File: src/rtl/assert_macros.svh
// Assertion helpers shared by the RTL.
// Compiled out when SYNTHESIS is defined.
`ifndef ASSERT_MACROS_SVH
`define ASSERT_MACROS_SVH

`ifndef SYNTHESIS

// Same-cycle implication, checked out of reset.
`define ASSERT_IMP(lbl, clk, rstn, ante, cons) \
    lbl: assert property (@(posedge clk) disable iff (!(rstn)) (ante) |-> (cons)) \
        else $error("assertion failed: ante -> cons");

// Next-cycle implication, checked out of reset.
`define ASSERT_NXT(lbl, clk, rstn, ante, cons) \
    lbl: assert property (@(posedge clk) disable iff (!(rstn)) (ante) |=> (cons)) \
        else $error("assertion failed: ante => cons");

`else

`define ASSERT_IMP(lbl, clk, rstn, ante, cons)
`define ASSERT_NXT(lbl, clk, rstn, ante, cons)

`endif

`endif

File: src/rtl/owbm_pkg.sv
`timescale 1ns / 1ps

package owbm_pkg;

    localparam int CFG_W               = 10;
    localparam int NUM_REGS            = 7;
    localparam int CFG_IDX_W           = 3;
    localparam int DEF_TICK_COUNT_BITS = 10;

    typedef enum logic [1:0] {
        ACT_NONE      = 2'd0,
        ACT_BUS_RESET = 2'd1,
        ACT_WRITE     = 2'd2,
        ACT_READ      = 2'd3
    } t_action;

    typedef enum logic [CFG_IDX_W-1:0] {
        REG_RESET_LOW     = 3'd0,
        REG_PRESENCE_WAIT = 3'd1,
        REG_RESET_TAIL    = 3'd2,
        REG_SLOT_START    = 3'd3,
        REG_WRITE_BIT     = 3'd4,
        REG_READ_SAMPLE   = 3'd5,
        REG_READ_TAIL     = 3'd6
    } t_reg_idx;

    typedef logic [NUM_REGS-1:0][CFG_W-1:0] t_cfg_regs;

    // Entry 0 is the rightmost element.
    localparam t_cfg_regs CFG_RESET = {
        10'd50, 10'd15, 10'd70, 10'd2, 10'd500, 10'd30, 10'd600
    };

    typedef enum logic [3:0] {
        PH_IDLE     = 4'd0,
        PH_RST_LOW  = 4'd1,
        PH_RST_WAIT = 4'd2,
        PH_RST_TAIL = 4'd3,
        PH_W_START  = 4'd4,
        PH_W_BIT    = 4'd5,
        PH_W_REL    = 4'd6,
        PH_R_START  = 4'd7,
        PH_R_WAIT   = 4'd8,
        PH_R_TAIL   = 4'd9
    } t_phase;

    typedef struct packed {
        logic [1:0] action;
        logic [7:0] write_byte;
        logic       line_level;
    } t_owbm_item;

    typedef struct packed {
        logic       pull_low;
        logic       busy;
        logic       done;
        logic       presence;
        logic [7:0] read_byte;
    } t_owbm_res;

endpackage

File: src/rtl/owbm_in_if.sv
`timescale 1ns / 1ps

interface owbm_in_if;
    logic       valid;
    logic       ready;
    logic [1:0] action;
    logic [7:0] write_byte;
    logic       line_level;

    modport source (output valid, output action, output write_byte, output line_level,
                    input ready);
    modport sink   (input valid, input action, input write_byte, input line_level,
                    output ready);
endinterface

File: src/rtl/owbm_out_if.sv
`timescale 1ns / 1ps

interface owbm_out_if;
    logic       valid;
    logic       ready;
    logic       pull_low;
    logic       busy_res;
    logic       done_res;
    logic       presence_seen;
    logic [7:0] read_byte;

    modport source (output valid, output pull_low, output busy_res, output done_res,
                    output presence_seen, output read_byte, input ready);
    modport sink   (input valid, input pull_low, input busy_res, input done_res,
                    input presence_seen, input read_byte, output ready);
endinterface

File: src/rtl/owbm_cfg.sv
`timescale 1ns / 1ps

module owbm_cfg (
    input  logic                               i_clk,
    input  logic                               i_rst_n,
    input  logic                               i_cfg_we,
    input  logic [owbm_pkg::CFG_IDX_W-1:0]     i_cfg_idx,
    input  logic [owbm_pkg::CFG_W-1:0]         i_cfg_data,
    output owbm_pkg::t_cfg_regs                o_regs
);

    owbm_pkg::t_cfg_regs r_regs;

    // Index past the last register is dropped.
    always_ff @(posedge i_clk) begin
        if (!i_rst_n) begin
            r_regs <= owbm_pkg::CFG_RESET;
        end else if (i_cfg_we && (i_cfg_idx < owbm_pkg::CFG_IDX_W'(owbm_pkg::NUM_REGS))) begin
            r_regs[i_cfg_idx] <= i_cfg_data;
        end
    end

    assign o_regs = r_regs;

endmodule

File: src/rtl/owbm_engine.sv
`timescale 1ns / 1ps
`include "assert_macros.svh"

module owbm_engine #(
    parameter int TICK_COUNT_BITS = owbm_pkg::DEF_TICK_COUNT_BITS
) (
    input  logic                 i_clk,
    input  logic                 i_rst_n,
    input  logic                 i_adv,
    input  owbm_pkg::t_owbm_item i_item,
    input  owbm_pkg::t_cfg_regs  i_regs,
    output owbm_pkg::t_owbm_res  o_res
);

    localparam int LEN_W = (TICK_COUNT_BITS > owbm_pkg::CFG_W) ? TICK_COUNT_BITS
                                                                : owbm_pkg::CFG_W;
    localparam logic [LEN_W-1:0] CAP = LEN_W'((1 << TICK_COUNT_BITS) - 1);

    owbm_pkg::t_phase             r_phase, n_phase, s_phase;
    logic [TICK_COUNT_BITS-1:0]   r_tick, n_tick, s_tick;
    logic [2:0]                   r_bit, n_bit, s_bit;
    logic [7:0]                   r_shift, n_shift, s_shift;
    logic                         r_presence, n_presence, s_presence;
    logic [7:0]                   r_read, n_read;

    owbm_pkg::t_reg_idx           len_sel;
    logic [LEN_W-1:0]             len_ext;
    logic [LEN_W-1:0]             len_clamp;
    logic [TICK_COUNT_BITS-1:0]   len;
    logic [TICK_COUNT_BITS:0]     tick_inc;
    logic                         tick_end;
    logic [TICK_COUNT_BITS-1:0]   tick_next;
    logic                         pull, busy, done;

    // Command launch: an idle tick with a command is already the first tick of the command.
    always_comb begin
        s_phase    = r_phase;
        s_tick     = r_tick;
        s_bit      = r_bit;
        s_shift    = r_shift;
        s_presence = r_presence;
        if (r_phase == owbm_pkg::PH_IDLE &&
            owbm_pkg::t_action'(i_item.action) != owbm_pkg::ACT_NONE) begin
            s_tick = '0;
            s_bit  = '0;
            unique case (owbm_pkg::t_action'(i_item.action))
                owbm_pkg::ACT_BUS_RESET: begin
                    s_phase    = owbm_pkg::PH_RST_LOW;
                    s_presence = 1'b0;
                end
                owbm_pkg::ACT_WRITE: begin
                    s_phase = owbm_pkg::PH_W_START;
                    s_shift = i_item.write_byte;
                end
                owbm_pkg::ACT_READ: begin
                    s_phase = owbm_pkg::PH_R_START;
                    s_shift = '0;
                end
                default: begin
                    s_phase = r_phase;
                end
            endcase
        end
    end

    // Phase length: clamp to the counter range, zero counts as one tick.
    always_comb begin
        unique case (s_phase)
            owbm_pkg::PH_RST_WAIT:                         len_sel = owbm_pkg::REG_PRESENCE_WAIT;
            owbm_pkg::PH_RST_TAIL:                         len_sel = owbm_pkg::REG_RESET_TAIL;
            owbm_pkg::PH_W_START, owbm_pkg::PH_R_START:    len_sel = owbm_pkg::REG_SLOT_START;
            owbm_pkg::PH_W_BIT:                            len_sel = owbm_pkg::REG_WRITE_BIT;
            owbm_pkg::PH_R_WAIT:                           len_sel = owbm_pkg::REG_READ_SAMPLE;
            owbm_pkg::PH_R_TAIL:                           len_sel = owbm_pkg::REG_READ_TAIL;
            default:                                       len_sel = owbm_pkg::REG_RESET_LOW;
        endcase
        len_ext   = LEN_W'(i_regs[len_sel]);
        len_clamp = (len_ext > CAP) ? CAP : len_ext;
        len       = TICK_COUNT_BITS'(len_clamp);
        if (len == '0) begin
            len = TICK_COUNT_BITS'(1);
        end
        tick_inc  = {1'b0, s_tick} + (TICK_COUNT_BITS+1)'(1);
        tick_end  = (tick_inc >= {1'b0, len});
        tick_next = tick_end ? '0 : tick_inc[TICK_COUNT_BITS-1:0];
    end

    always_comb begin
        n_phase    = s_phase;
        n_tick     = s_tick;
        n_bit      = s_bit;
        n_shift    = s_shift;
        n_presence = s_presence;
        n_read     = r_read;
        pull       = 1'b0;
        busy       = (s_phase != owbm_pkg::PH_IDLE);
        done       = 1'b0;
        unique case (s_phase)
            owbm_pkg::PH_IDLE: begin
            end
            owbm_pkg::PH_RST_LOW: begin
                pull   = 1'b1;
                n_tick = tick_next;
                if (tick_end) n_phase = owbm_pkg::PH_RST_WAIT;
            end
            owbm_pkg::PH_RST_WAIT: begin
                n_tick = tick_next;
                if (tick_end) begin
                    n_presence = !i_item.line_level;
                    n_phase    = owbm_pkg::PH_RST_TAIL;
                end
            end
            owbm_pkg::PH_RST_TAIL: begin
                n_tick = tick_next;
                if (tick_end) begin
                    done    = 1'b1;
                    n_phase = owbm_pkg::PH_IDLE;
                end
            end
            owbm_pkg::PH_W_START: begin
                pull   = 1'b1;
                n_tick = tick_next;
                if (tick_end) n_phase = owbm_pkg::PH_W_BIT;
            end
            owbm_pkg::PH_W_BIT: begin
                pull   = !s_shift[0];
                n_tick = tick_next;
                if (tick_end) n_phase = owbm_pkg::PH_W_REL;
            end
            owbm_pkg::PH_W_REL: begin
                // single released tick, then next bit or finish
                n_tick  = '0;
                n_shift = {1'b0, s_shift[7:1]};
                if (s_bit == '1) begin
                    done    = 1'b1;
                    n_bit   = '0;
                    n_phase = owbm_pkg::PH_IDLE;
                end else begin
                    n_bit   = s_bit + 3'd1;
                    n_phase = owbm_pkg::PH_W_START;
                end
            end
            owbm_pkg::PH_R_START: begin
                pull   = 1'b1;
                n_tick = tick_next;
                if (tick_end) n_phase = owbm_pkg::PH_R_WAIT;
            end
            owbm_pkg::PH_R_WAIT: begin
                n_tick = tick_next;
                if (tick_end) begin
                    n_shift = {i_item.line_level, s_shift[7:1]};
                    n_phase = owbm_pkg::PH_R_TAIL;
                end
            end
            owbm_pkg::PH_R_TAIL: begin
                n_tick = tick_next;
                if (tick_end) begin
                    if (s_bit == '1) begin
                        n_read  = s_shift;
                        done    = 1'b1;
                        n_bit   = '0;
                        n_phase = owbm_pkg::PH_IDLE;
                    end else begin
                        n_bit   = s_bit + 3'd1;
                        n_phase = owbm_pkg::PH_R_START;
                    end
                end
            end
            default: begin
                n_phase = owbm_pkg::PH_IDLE;
                n_tick  = '0;
                busy    = 1'b0;
            end
        endcase
    end

    always_ff @(posedge i_clk) begin
        if (!i_rst_n) begin
            r_phase    <= owbm_pkg::PH_IDLE;
            r_tick     <= '0;
            r_bit      <= '0;
            r_shift    <= '0;
            r_presence <= 1'b0;
            r_read     <= '0;
        end else if (i_adv) begin
            r_phase    <= n_phase;
            r_tick     <= n_tick;
            r_bit      <= n_bit;
            r_shift    <= n_shift;
            r_presence <= n_presence;
            r_read     <= n_read;
        end
    end

    assign o_res = '{pull_low:  pull,
                     busy:      busy,
                     done:      done,
                     presence:  n_presence,
                     read_byte: n_read};

    `ASSERT_IMP(a_idle_tick_clear, i_clk, i_rst_n,
                r_phase == owbm_pkg::PH_IDLE, r_tick == '0)
    `ASSERT_IMP(a_idle_bit_clear, i_clk, i_rst_n,
                r_phase == owbm_pkg::PH_IDLE, r_bit == '0)
    `ASSERT_IMP(a_release_tick_clear, i_clk, i_rst_n,
                r_phase == owbm_pkg::PH_W_REL, r_tick == '0)

endmodule

File: src/rtl/one_wire_bus_master_core.sv
`timescale 1ns / 1ps
// 1-Wire bus master core: bus reset, write byte and read byte, one transaction per us tick.
// Input channel i_in: one transaction per microsecond tick with the command (action), the
//   byte to write and the bus level sampled on that tick. A command is taken only while
//   the master is idle; a command that arrives during a busy command is dropped.
// Output channel o_out: exactly one transaction per input transaction, in order, with the
//   pin drive (pull_low), busy/done flags, the last presence result and the last read byte.
// Config port: i_cfg_we/i_cfg_idx/i_cfg_data writes the seven phase-length registers
//   (ticks); index 7 is ignored. Write only while no transaction is in flight.
// Pipeline: two register stages (input register, then the phase sequencer feeding the
//   result register); a stall on o_out can hold a taken transaction in the input register.
// Throughput: one transaction per cycle; the sequencer advances whenever the input
//   register holds a tick and the result register is empty or being drained.
// Stall: when o_out.ready is low the result holds, the input register fills, and then
//   i_in.ready drops; nothing is lost or repeated.
// Reset (i_rst_n low, synchronous): both stages empty, sequencer idle, presence and read
//   byte cleared, config registers back to their defaults.
`include "assert_macros.svh"
module one_wire_bus_master_core #(
    parameter int TICK_COUNT_BITS = owbm_pkg::DEF_TICK_COUNT_BITS
) (
    input  logic                           i_clk,
    input  logic                           i_rst_n,
    owbm_in_if.sink                        i_in,
    owbm_out_if.source                     o_out,
    input  logic                           i_cfg_we,
    input  logic [owbm_pkg::CFG_IDX_W-1:0] i_cfg_idx,
    input  logic [owbm_pkg::CFG_W-1:0]     i_cfg_data
);

    owbm_pkg::t_cfg_regs  regs;
    owbm_pkg::t_owbm_item r_item;
    owbm_pkg::t_owbm_res  res;
    owbm_pkg::t_owbm_res  r_res;
    logic                 r_in_valid;
    logic                 r_out_valid;
    logic                 adv;

    // Sequencer steps when a tick is waiting and the result slot is free or being drained.
    assign adv       = r_in_valid && (!r_out_valid || o_out.ready);
    assign i_in.ready = !r_in_valid || adv;

    always_ff @(posedge i_clk) begin
        if (!i_rst_n) begin
            r_in_valid <= 1'b0;
        end else if (i_in.valid && i_in.ready) begin
            r_in_valid <= 1'b1;
        end else if (adv) begin
            r_in_valid <= 1'b0;
        end
    end

    // Payload register, no reset needed.
    always_ff @(posedge i_clk) begin
        if (i_in.valid && i_in.ready) begin
            r_item <= '{action:     i_in.action,
                        write_byte: i_in.write_byte,
                        line_level: i_in.line_level};
        end
    end

    owbm_cfg u_cfg (
        .i_clk      (i_clk),
        .i_rst_n    (i_rst_n),
        .i_cfg_we   (i_cfg_we),
        .i_cfg_idx  (i_cfg_idx),
        .i_cfg_data (i_cfg_data),
        .o_regs     (regs)
    );

    owbm_engine #(
        .TICK_COUNT_BITS (TICK_COUNT_BITS)
    ) u_engine (
        .i_clk   (i_clk),
        .i_rst_n (i_rst_n),
        .i_adv   (adv),
        .i_item  (r_item),
        .i_regs  (regs),
        .o_res   (res)
    );

    always_ff @(posedge i_clk) begin
        if (!i_rst_n) begin
            r_out_valid <= 1'b0;
        end else if (adv) begin
            r_out_valid <= 1'b1;
        end else if (o_out.ready) begin
            r_out_valid <= 1'b0;
        end
    end

    always_ff @(posedge i_clk) begin
        if (adv) begin
            r_res <= res;
        end
    end

    assign o_out.valid         = r_out_valid;
    assign o_out.pull_low      = r_res.pull_low;
    assign o_out.busy_res      = r_res.busy;
    assign o_out.done_res      = r_res.done;
    assign o_out.presence_seen = r_res.presence;
    assign o_out.read_byte     = r_res.read_byte;

    `ASSERT_NXT(a_adv_fills_out, i_clk, i_rst_n, adv, r_out_valid)
    `ASSERT_IMP(a_stall_only_full, i_clk, i_rst_n, !i_in.ready,
                r_in_valid && r_out_valid && !o_out.ready)
    `ASSERT_IMP(a_done_is_busy, i_clk, i_rst_n, r_out_valid && r_res.done, r_res.busy)

endmodule
File: src/flat_wrapper.sv
// flat-port wrapper written by rule: the top's interface ports become plain ports
module one_wire_bus_master_core_flat 
#(
    parameter int TICK_COUNT_BITS = owbm_pkg::DEF_TICK_COUNT_BITS
)
  (i_clk, i_rst_n, i_cfg_we, i_cfg_idx, i_cfg_data, i_in_valid, i_in_action, i_in_write_byte, i_in_line_level, i_in_ready, o_out_valid, o_out_pull_low, o_out_busy_res, o_out_done_res, o_out_presence_seen, o_out_read_byte, o_out_ready);
  owbm_in_if i_in_i ();
  owbm_out_if o_out_i ();
  input  logic i_clk;
  input  logic i_rst_n;
  input  logic i_cfg_we;
  input  logic [owbm_pkg::CFG_IDX_W-1:0] i_cfg_idx;
  input  logic [owbm_pkg::CFG_W-1:0] i_cfg_data;
  input wire logic [$bits(i_in_i.valid)-1:0] i_in_valid;
  input wire logic [$bits(i_in_i.action)-1:0] i_in_action;
  input wire logic [$bits(i_in_i.write_byte)-1:0] i_in_write_byte;
  input wire logic [$bits(i_in_i.line_level)-1:0] i_in_line_level;
  output wire logic [$bits(i_in_i.ready)-1:0] i_in_ready;
  output wire logic [$bits(o_out_i.valid)-1:0] o_out_valid;
  output wire logic [$bits(o_out_i.pull_low)-1:0] o_out_pull_low;
  output wire logic [$bits(o_out_i.busy_res)-1:0] o_out_busy_res;
  output wire logic [$bits(o_out_i.done_res)-1:0] o_out_done_res;
  output wire logic [$bits(o_out_i.presence_seen)-1:0] o_out_presence_seen;
  output wire logic [$bits(o_out_i.read_byte)-1:0] o_out_read_byte;
  input wire logic [$bits(o_out_i.ready)-1:0] o_out_ready;
  assign i_in_i.valid = i_in_valid;
  assign i_in_i.action = i_in_action;
  assign i_in_i.write_byte = i_in_write_byte;
  assign i_in_i.line_level = i_in_line_level;
  assign i_in_ready = i_in_i.ready;
  assign o_out_valid = o_out_i.valid;
  assign o_out_pull_low = o_out_i.pull_low;
  assign o_out_busy_res = o_out_i.busy_res;
  assign o_out_done_res = o_out_i.done_res;
  assign o_out_presence_seen = o_out_i.presence_seen;
  assign o_out_read_byte = o_out_i.read_byte;
  assign o_out_i.ready = o_out_ready;
  one_wire_bus_master_core #(.TICK_COUNT_BITS(TICK_COUNT_BITS)) u_core (.i_clk(i_clk), .i_rst_n(i_rst_n), .i_in(i_in_i), .o_out(o_out_i), .i_cfg_we(i_cfg_we), .i_cfg_idx(i_cfg_idx), .i_cfg_data(i_cfg_data));
endmodule
File: config.mk
export PLATFORM = sky130hd
export DESIGN_NAME = one_wire_bus_master_core_flat
export DESIGN_NICKNAME = d
export VERILOG_FILES = /design/src/rtl/owbm_pkg.sv /design/src/rtl/owbm_in_if.sv /design/src/rtl/owbm_out_if.sv /design/src/rtl/owbm_cfg.sv /design/src/rtl/owbm_engine.sv /design/src/rtl/one_wire_bus_master_core.sv /design/src/flat_wrapper.sv
export VERILOG_INCLUDE_DIRS = /design/src /design/src/rtl
export SDC_FILE = /design/constraint.sdc
export NUM_CORES = 1
export LEC_CHECK = 0
export BUFFER_PORTS_ARGS = -buffer_cell sky130_fd_sc_hd__clkbuf_2
export CAP_MARGIN = 20
export CORE_ASPECT_RATIO = 0.7
export CORE_UTILIZATION = 50
export DETAILED_ROUTE_END_ITERATION = 8
export PLACE_DENSITY = 0.66
export SYNTH_ARGS = -nofsm -noshare
export SYNTH_HDL_FRONTEND = slang
export SYNTH_SLANG_ARGS = --single-unit
File: constraint.sdc
create_clock -name i_clk -period 5 [get_ports i_clk]
set_input_delay 1 -clock i_clk [delete_from_list [all_inputs] [get_ports i_clk]]
set_output_delay 1 -clock i_clk [all_outputs]
set_load 0.02 [all_outputs]
==> results.sh, run 1 <==
export IMPL_drv_slew=0
export IMPL_coreArea_mm2=0.01255
export IMPL_synth_edf_count=23
export IMPL_max_slew_worst_pin_slew_ps=1087
export IMPL_die_w_um=138.2
export IMPL_cts_htree_levels=4
export IMPL_fin_nets=872
export IMPL_crit_arrival_ps=4960
export IMPL_cap_viol_max_count=0
export IMPL_die_height_um=97.31
export IMPL_async_reset_ff_share_pct=0
export IMPL_syn_inst=795
export IMPL_place_area_mm2=0.006818
export IMPL_p_leak_nw=2.864
export IMPL_grt_pass1_vias=5722
export IMPL_timing_critical_path_from_type="flip-flop"
export IMPL_synthTopCellsByArea="dfxtp_1, nand2_1, edfxtp_1, a21oi_1, nand3_1"
export IMPL_relSlewSlack_pct=27.29
export IMPL_drive_gt1_share_pct=15.30
export IMPL_grt_overflow=0
export IMPL_vias=6059
export IMPL_vias_per_cell=6.029
export IMPL_peakVddDrop_mv=0.2442
export IMPL_wire_per_inst_um=18.46
export IMPL_cp_max_fo=29
export IMPL_clock_fmax_ghz=0.2163
export IMPL_cts_tree="yes"
export IMPL_worstSkewPairLatency_ps=420
export IMPL_ys_seq_area_share_pct=43.35
export IMPL_place_hpwl_um=12740
export IMPL_skew_ps=11.95
export IMPL_crit_path_end_kind="flip-flop"
export IMPL_synth_most_common_cell="nand2_1"
export IMPL_yosys_most_used_dff="dfxtp_1"
export IMPL_gp_congestion=0.8942
export IMPL_grt_use_total_pct=28.28
export IMPL_violations="DRC"
export IMPL_dieArea_mm2=0.01344
export IMPL_clock_sinks=129
export IMPL_required_ps=5340
export IMPL_rows=34
export IMPL_syn_avg_cell_area_um2=8.162
export IMPL_fin_crit_ps=4623
export IMPL_synthToLayoutAreaGrowth_pct=14.13
export IMPL_synth_distinct_cells=72
export IMPL_yosys_register_bits=129
export IMPL_tns_ps=0
export IMPL_synth_warnings=0
export IMPL_diodes=0
export IMPL_hold_violations=0
export IMPL_start_util_pct=51.70
export IMPL_wirelength_um=18560
export IMPL_fin_util_pct=59.01
export IMPL_syn_nets=837
export IMPL_status="complete, but fails checks"
export IMPL_ios=43
export IMPL_setup_viol=0
export IMPL_ant_nets=0
export IMPL_antenna_found_initial=0
export IMPL_drcViolationCount=2
export IMPL_stdcell_area_mm2=0.007406
export IMPL_numPortBuffers=42
export IMPL_grt_max_degree=56
export IMPL_root_buffer="clkbuf_16"
export IMPL_clk_pin_slew_ps=70
export IMPL_drt_pre_antenna_iters=7
export IMPL_synth_top_area_share_pct=32.70
export IMPL_synth_area_leader_cell="dfxtp_1"
export IMPL_synth_area_mm2=0.006489
export IMPL_rsz0062_at_grt="no"
export IMPL_cts_made_buffers=17
export IMPL_first_iter_violations=616
export IMPL_grt_first_pass_wirelength_um=29650
export IMPL_hold_path_class="flip-flop to flip-flop"
export IMPL_critPathKind="flip-flop to flip-flop"
export IMPL_synth_common_cells="nand2_1, dfxtp_1, a21oi_1"
export IMPL_power_density_mw_per_mm2=360.6
export IMPL_cts_buffer_depth=2
export IMPL_finalCritPeriodShare_pct=92.47
-- worst max-delay path, cell delays in order, from the launching register on --
cell and delay, ps:
dfxtp_1 490, buf_4 280, nor3b_2 90, o21ai_1 230, and2_4 450, mux2_2 390, a22oi_1 190, and3_1 190
o21ai_1 80, o31ai_2 210, ha_1 150, nand2b_1 90, a21o_1 110, a21oi_1 60, o21a_1 220, or4_1 490
o311ai_2 240, mux2_2 410, o21ai_0 160
-- cell usage in the layout (no fill, tap or decap), types with 3 or more instances in the layout --
master	Yosys	layout
o21ai_0	27	27
a311oi_1	3	3
inv_1	4	4
xnor2_1	3	3
inv_8	0	3
nand3_1	49	49
o21ai_1	4	4
mux2i_1	18	18
clkinvlp_4	0	3
clkbuf_16	0	17
xor2_1	4	4
ha_1	13	13
inv_6	0	7
dfxtp_1	106	106
o211ai_1	3	3
nor3_1	16	14
a21oi_1	92	92
a21o_1	4	4
nor3b_1	8	8
edfxtp_1	23	23
inv_2	2	3
and3_1	9	9
and2_1	7	7
nand2b_1	6	6
a31oi_1	6	6
mux2_2	10	10
buf_4	4	17
clkbuf_2	0	42
nand2_1	194	193
a22oi_1	11	11
o21ai_2	4	4
nor2_1	61	61
a211oi_1	11	11
nor2b_1	6	6
-- area by class of cell --
class                      count  area (um2)
tap                          162       202.7
fill                        1084        5144
timing repair buffer          59       337.8
inverter                       8       30.03
multi-input combinational    615        3458
clock inverter                15       138.9
clock buffer                  17       425.4
sequential                   129        2813
-- per-stage QoR --
| stage | std cells | hold slack, ps | setup WS [ps] | total power, mW |
|---|---|---|---|---|
| final | 1005 | 458.5 | 376.6 | 2.670 |
| after global routing | 1005 | 476.3 | 59.83 | 2.764 |
| after CTS | 1003 | 457.3 | 244.4 | 2.671 |
| after detailed placement | 971 | 448.0 | 371.7 | 1.493 |
| after global placement | 971 | 443.2 | 525.6 | 1.486 |
| after floorplan | 795 | 432.9 | 1115 | 1.386 |
-- sequential cells by signal, summed over array words and instances, names as in the netlist, 3 cells and up --
signal	count
u_core.u_cfg.o_regs	70
u_core.r_item	11
u_core.u_engine.r_tick	10
u_core.o_out.read_byte	8
u_core.u_engine.r_read	8
u_core.u_engine.r_shift	8
u_core.u_engine.r_phase	4
u_core.u_engine.r_bit	3
-- report_power, final --
part	total (mW)	internal [mW]	leakage (nW)	switching, mW
sequential	1.11	1.09	1.07	0.0213
combinational	0.370	0.130	1.52	0.241
clock	1.19	0.657	0.271	0.533
-- cells by family after synthesis --
family	after synthesis	synth area share (%)
mux	30	5.091
buf+inv	51	3.644
xor+xnor	7	0.9449
fa+ha+maj	13	2.507
flops	129	43.35
simple gates	369	25.43
compound gates	196	19.03
-- path summary, 6_finish.rpt --
path / start / end / slack, ps / cells past startpoint
setup / recovery: u_core.u_engine.r_phase[2] / u_core.u_engine.r_shift[2] / 380 / 18
hold / removal: u_core.u_cfg.o_regs[16] / u_core.u_cfg.o_regs[16] / 460 / 2
setup reg to reg: u_core.u_engine.r_phase[2] / u_core.u_engine.r_shift[2] / 380 / 18
hold reg to reg: u_core.u_cfg.o_regs[16] / u_core.u_cfg.o_regs[16] / 460 / 2
-- repair_timing --
action | in CTS | in global routing
buffers inserted | 0 | 2
gates resized for setup | 0 | 2
endpoints found under the setup margin | 0 | 26
hold buffers | 0 | 0
-- routing by layer --
metal / share of wire [%] / GRT usage [%] / up-vias / wire [um]
met1: 46 / 39.92 / 2864 / 8565
met5: 0 / 0 / - / 0
met2: 43 / 41.52 / 290 / 7895
met3: 9.9 / 8.576 / 28 / 1842
met4: 1.4 / 8.124 / 0 / 252
li1: - / - / 2877 / -
Note: power is estimated with default switching activity, not from simulation.
==> inputs of run 2 (changes only) <==
--- a/config.mk
+++ b/config.mk
@@ -8,10 +8,12 @@
 export LEC_CHECK = 0
 export BUFFER_PORTS_ARGS = -buffer_cell sky130_fd_sc_hd__clkbuf_2
 export CAP_MARGIN = 20
+export CELL_PAD_IN_SITES_DETAIL_PLACEMENT = 1
+export CELL_PAD_IN_SITES_GLOBAL_PLACEMENT = 1
 export CORE_ASPECT_RATIO = 0.7
-export CORE_UTILIZATION = 50
+export CORE_UTILIZATION = 46
 export DETAILED_ROUTE_END_ITERATION = 8
-export PLACE_DENSITY = 0.66
+export PLACE_DENSITY = 0.78
 export SYNTH_ARGS = -nofsm -noshare
 export SYNTH_HDL_FRONTEND = slang
 export SYNTH_SLANG_ARGS = --single-unit
==> run 2 against run 1 <==
Effect of this change: the flow now finishes without violations; wire length increased by 18%; combinational power increased by 6.2%; core utilization shrank 3.1 points; first-iteration DRC count decreased by 20%; global-route usage is 3.8 points higher; sequential share of layout area is 0.56 points lower; die area rose by 8.5%; non-clock buffer count grew 4; count of clock-buffer cells in the layout is 1 higher; total power grew 6.9%; largest cell class unchanged.
==> results.sh, run 2 (synthesis gave the netlist of run 1 again) <==
export IMPL_cp_buffers_inverters=1
export IMPL_grt_use_total_pct=32.04
export IMPL_met1_length_um=10270
export IMPL_relSlewSlack_pct=22.60
export IMPL_drt_pre_antenna_iters=6
export IMPL_drive_gt1_share_pct=15.58
export IMPL_rows=35
export IMPL_die_height_um=101.4
export IMPL_ios=43
export IMPL_start_util_pct=48.26
export IMPL_rsz0062_at_grt="no"
export IMPL_coreArea_mm2=0.01344
export IMPL_p_leak_nw=2.915
export IMPL_ant_nets=0
export IMPL_clk_pin_slew_ps=70
export IMPL_vias_per_cell=6.071
export IMPL_dieArea_mm2=0.01459
export IMPL_numPortBuffers=42
export IMPL_diodes=0
export IMPL_worstSkewPairLatency_ps=430
export IMPL_crit_arrival_ps=5000
export IMPL_die_w_um=144.0
export IMPL_gp_congestion=0.9662
export IMPL_wirelength_um=21970
export IMPL_cts_made_buffers=17
export IMPL_power_density_mw_per_mm2=379.4
export IMPL_grt_overflow=0
export IMPL_cp_slowest_cell="dfxtp_1"
export IMPL_cts_buffer_depth=2
export IMPL_clock_fmax_ghz=0.2138
export IMPL_crit_chain="buf_4 > a2111o_1 > and2_4 > mux2_2 > a22oi_1 > and3_1 > o21ai_1 > o31ai_2 > ha_1 > nand2b_1 > a21o_1 > a21oi_1 > o21a_1 > or4_1 > o311ai_2 > mux2_2 > o21ai_0"
export IMPL_grt_first_pass_wirelength_um=34790
export IMPL_largest_reg_flops=70
export IMPL_fin_crit_ps=4678
export IMPL_fin_nets=876
export IMPL_skew_ps=10.96
export IMPL_cpPeakStageDelay_ps=560
export IMPL_max_slew_worst_pin_slew_ps=1157
export IMPL_cts_tree="yes"
export IMPL_vias=6265
export IMPL_finalPower_mw=2.854
export IMPL_highest_layer="met4"
export IMPL_hold_violations=0
export IMPL_fillCellCount=1653
export IMPL_critPathKind="flip-flop to flip-flop"
export IMPL_antenna_found_initial=0
export IMPL_grt_max_degree=43
export IMPL_synthToLayoutAreaGrowth_pct=15.91
export IMPL_grt_pass1_vias=6289
export IMPL_hold_path_class="flip-flop to flip-flop"
export IMPL_root_buffer="clkbuf_16"
export IMPL_tns_ps=0
export IMPL_final_common_cell="nand2_1"
export IMPL_finalCritPeriodShare_pct=93.56
export IMPL_wl_met3_um=1876
export IMPL_cts_setup_buffers=0
export IMPL_crit_path_end_kind="flip-flop"
export IMPL_drcViolationCount=0
export IMPL_cap_viol_max_count=0
export IMPL_clock_sinks=129
export IMPL_wl_met2_um=9543
export IMPL_layout_common_cells="nand2_1, dfxtp_1, a21oi_1"
export IMPL_cts_htree_levels=4
export IMPL_first_iter_violations=490
export IMPL_drv_slew=0
export IMPL_required_ps=5320
export IMPL_peakVddDrop_mv=0.2268
export IMPL_crit_family="compound AO/OA/AOI/OAI gates"
export IMPL_timing_critical_path_from_type="flip-flop"
export IMPL_setup_viol=0
export IMPL_place_hpwl_um=14850
export IMPL_crit_top_cell="mux2_2"
export IMPL_wire_per_inst_um=21.28
export IMPL_status="finished clean"
export IMPL_holdBufCountCts=0
export IMPL_cp_max_fo=29
## run 2: changes by cell type in the layout (fill, tap and decap cells not counted), sizes merged
cell / delta
buf: +4
bufinv: +3
clkbuf: +1
clkinvlp: -2
inv: -2
## run 2: metal layers
layer | vias up | track usage, %
met5 | - | 0
met1 | 3078 | 44.77
met4 | 0 | 8.511
li1 | 2891 | -
met2 | 262 | 48.35
met3 | 34 | 9.125
## run 2: what timing repair did
item                                    CTS  global route
resized for setup                         0             2
endpoints found under the hold margin     0             0
endpoints found under the setup margin    0            16
## run 2: area by class of cell
| cell class | count | area, um2 | share of cell area [%] |
|---|---|---|---|
| Clock buffer | 18 | 429.2 | 5.706 |
| Sequential cell | 129 | 2814 | 37.41 |
| Timing Repair Buffer | 63 | 367.9 | 4.891 |
| Multi-Input combinational cell | 615 | 3456 | 45.95 |
| Tap cell | 185 | 231.5 | 3.078 |
| Clock inverter | 14 | 192.7 | 2.562 |
| Inverter | 8 | 30.03 | 0.3993 |
## run 2: stage by stage
stage	instances	instance area (um2)	setup slack, ps	hold slack, ps	util [%]
2_1_floorplan	795	6489	1115	432.9	-
3_3_place_gp	1000	6892	547.8	441.3	51.26
3_5_place_dp	1000	6892	351.1	449.2	51.26
4_1_cts	1032	7513	209.4	460.3	55.89
5_1_grt	1032	7521	69.16	486.1	55.94
6_report	1032	7521	321.8	459.2	55.94
## run 2: power breakdown
part | total [mW] | switching, mW | internal (mW)
registers | 1.11 | 0.0229 | 1.09
logic | 0.393 | 0.257 | 0.136
clock network | 1.35 | 0.545 | 0.804
## run 2: tightest hold or removal path, delay by kind of cell, from the launching register on
kind	cells	cell delay [ps]
and+or+nand+nor	1	50
DFF	1	310
AOI/OAI and AO/OA	1	50
## run 2: path summary, 6_finish.rpt
| kind | startpoint | to | slack [ps] | cells past startpoint |
|---|---|---|---|---|
| worst max register to register | u_core.u_engine.r_phase[3] | u_core.u_engine.r_shift[4] | 320 | 17 |
| worst max-delay path | u_core.u_engine.r_phase[3] | u_core.u_engine.r_shift[4] | 320 | 17 |
| worst min-delay path | u_core.u_cfg.o_regs[16] | u_core.u_cfg.o_regs[16] | 460 | 2 |
| worst min register to register | u_core.u_cfg.o_regs[16] | u_core.u_cfg.o_regs[16] | 460 | 2 |
==> inputs of run 3 (changes only) <==
--- a/config.mk
+++ b/config.mk
@@ -6,14 +6,14 @@
 export SDC_FILE = /design/constraint.sdc
 export NUM_CORES = 1
 export LEC_CHECK = 0
-export BUFFER_PORTS_ARGS = -buffer_cell sky130_fd_sc_hd__clkbuf_2
 export CAP_MARGIN = 20
 export CELL_PAD_IN_SITES_DETAIL_PLACEMENT = 1
 export CELL_PAD_IN_SITES_GLOBAL_PLACEMENT = 1
 export CORE_ASPECT_RATIO = 0.7
-export CORE_UTILIZATION = 46
+export CORE_UTILIZATION = 48
 export DETAILED_ROUTE_END_ITERATION = 8
-export PLACE_DENSITY = 0.78
+export DONT_BUFFER_PORTS = 1
+export PLACE_DENSITY_LB_ADDON = 0.3
 export SYNTH_ARGS = -nofsm -noshare
 export SYNTH_HDL_FRONTEND = slang
 export SYNTH_SLANG_ARGS = --single-unit
==> run 3 against run 2 <==
Effect of this change: clock skew is 3.7 ps higher; first-iteration DRC count is 11% lower; design area is 3.2% lower; die area is 4.1% lower; non-clock buffer count is 48 lower; sequential power hardly changed; maximum frequency is 0.75% higher; total power is 0.97% lower; via count is 1.7% lower; count of clock-buffer cells in the layout is 2 higher; critical path type unchanged; critical endpoint unchanged; largest power group unchanged.
==> results.sh, run 3 (synthesis gave the netlist of run 1 again) <==
export IMPL_status="finished clean"
export IMPL_dpl_cell_count=952
export IMPL_start_util_pct=49.23
export IMPL_intPower_mw=2.050
export IMPL_place_hpwl_um=14710
export IMPL_critPathKind="flip-flop to flip-flop"
export IMPL_hp_start="u_core.u_cfg.o_regs[60]"
export IMPL_drv_slew=0
export IMPL_wirelength_um=21820
export IMPL_grt_max_degree=56
export IMPL_root_buffer="clkbuf_16"
export IMPL_cts_tree="yes"
export IMPL_layout_cells_non_filler=984
export IMPL_clk_pin_slew_ps=60
export IMPL_cts_buffer_depth=2
export IMPL_timing_rr_start="u_core.u_engine.r_phase[0]"
export IMPL_rows=35
export IMPL_ios=43
export IMPL_cap_viol_max_count=0
export IMPL_stdcell_area_mm2=0.007282
export IMPL_power_density_mw_per_mm2=388.1
export IMPL_final_common_cell="nand2_1"
export IMPL_fin_nets=828
export IMPL_sw_frac_of_total_pct=27.48
export IMPL_die_height_um=99.28
export IMPL_layout_common_cells="nand2_1, dfxtp_1, a21oi_1"
export IMPL_max_slew_worst_pin_slew_ps=1056
export IMPL_worst_slack_ps=356.6
export IMPL_rsz0062_at_grt="no"
export IMPL_required_ps=5330
export IMPL_antenna_found_initial=0
export IMPL_dieArea_mm2=0.01399
export IMPL_pre_cts_ws_ps=308.3
export IMPL_cts_made_buffers=17
export IMPL_seqPwrFrac_pct=39.7
export IMPL_grt_pass1_vias=6036
export IMPL_finalCritPeriodShare_pct=92.87
export IMPL_place_area_mm2=0.006636
export IMPL_hold_violations=0
export IMPL_clock_fmax_ghz=0.2154
export IMPL_synthToLayoutAreaGrowth_pct=12.23
export IMPL_cp_max_fo=19
export IMPL_clkPwrFrac_pct=48.1
export IMPL_coreArea_mm2=0.01318
export IMPL_diodes=0
export IMPL_gp_congestion=0.9191
export IMPL_first_iter_violations=436
export IMPL_p_switching_uw=776.6
export IMPL_grt_overflow=0
export IMPL_relSlewSlack_pct=29.36
export IMPL_fin_crit_ps=4643
export IMPL_tns_ps=0
export IMPL_combPwrFrac_pct=12.2
export IMPL_numPortBuffers=0
export IMPL_drive_gt1_share_pct=10.64
export IMPL_vias=6159
export IMPL_fillCellCount=1540
export IMPL_crit_path_end_kind="flip-flop"
export IMPL_worstSkewPairLatency_ps=430
export IMPL_largest_reg_flops=70
export IMPL_hold_path_class="flip-flop to flip-flop"
export IMPL_skew_ps=14.63
export IMPL_setup_viol=0
export IMPL_crit_start="u_core.u_engine.r_phase[0]"
export IMPL_grt_first_pass_wirelength_um=34210
export IMPL_crit_arrival_ps=4980
export IMPL_p_leak_nw=2.724
export IMPL_drcViolationCount=0
export IMPL_ant_nets=0
export IMPL_peakVddDrop_mv=0.2748
export IMPL_vias_per_cell=6.259
export IMPL_drt_pre_antenna_iters=7
export IMPL_timing_critical_path_from_type="flip-flop"
export IMPL_grt_use_total_pct=32.15
export IMPL_cts_setup_buffers=0
export IMPL_wire_per_inst_um=22.17
export IMPL_cts_htree_levels=4
export IMPL_die_w_um=141.0
export IMPL_clock_sinks=129
[run 3: cell count changes in the layout (fill, tap and decap cells not counted), sizes merged]
| cell | change |
|---|---|
| clkinv | +2 |
| buf | -6 |
| clkinvlp | -1 |
| inv | -3 |
| clkbuf | -40 |
[run 3: area by class of cell]
| class | instances | area (um2) | share of cell area, % |
|---|---|---|---|
| tap | 185 | 231.5 | 3.179 |
| sequential | 129 | 2815 | 38.66 |
| clock buffer | 20 | 467.9 | 6.426 |
| multi-input combinational | 615 | 3456 | 47.46 |
| timing repair buffer | 15 | 112.6 | 1.546 |
| clock inverter | 12 | 168.9 | 2.320 |
| inverter | 8 | 30.03 | 0.4124 |
[run 3: worst max-delay path: stages (launching register included)]
cell	delay, ps
dfxtp_1	550
inv_1	250
a21oi_2	290
o32a_1	240
buf_4	300
mux2i_1	220
o21ai_0	140
o221ai_1	210
nand2_1	110
o31ai_2	250
ha_1	150
nand2b_1	100
a21o_1	110
a21oi_1	60
o21a_1	240
or4_1	520
o311ai_2	230
mux2_2	420
o21ai_0	180
[run 3: power groups by stage]
stage / Sequential, mW / Clock (mW) / Combinational [mW]
4_1_cts: 1.12 / 1.37 / 0.341
3_3_place_gp: 1.14 / 0 / 0.323
6_report: 1.12 / 1.36 / 0.346
5_1_grt: 1.12 / 1.40 / 0.376
2_1_floorplan: 1.13 / 0 / 0.255
3_5_place_dp: 1.14 / 0 / 0.334
[run 3: repair_timing]
action	in CTS	in global routing
endpoints found under the setup margin	0	18
resized for setup	0	3
hold buffers	0	0
[run 3: layer usage]
layer  share of wire [%]  track usage (%)  vias up  wire length, um
met4                 1.2            8.946        0              267
met2                  46            49.94      232             9957
li1                    -                -     2802                -
met1                  46            46.27     3095            10010
met3                 7.2            5.152       30             1578
met5                   0                0        -                0
[run 3: path summary, 6_finish.rpt]
check,cells past startpoint,slack [ps],to
worst min-delay path,2,460,u_core.u_cfg.o_regs[60]
worst max register to register,18,360,u_core.u_engine.r_shift[4]
worst max-delay path,18,360,u_core.u_engine.r_shift[4]
worst min register to register,2,460,u_core.u_cfg.o_regs[60]
[run 3: stage by stage]
step / hold slack, ps / power [mW] / util [%]
CTS: 460.4 / 2.826 / 55.18
detailed placement: 451.4 / 1.476 / 50.35
global placement: 442.1 / 1.464 / 50.35
floorplan: 432.9 / 1.386 / -
global route: 484.3 / 2.903 / 55.24
finish: 460.0 / 2.826 / 55.24
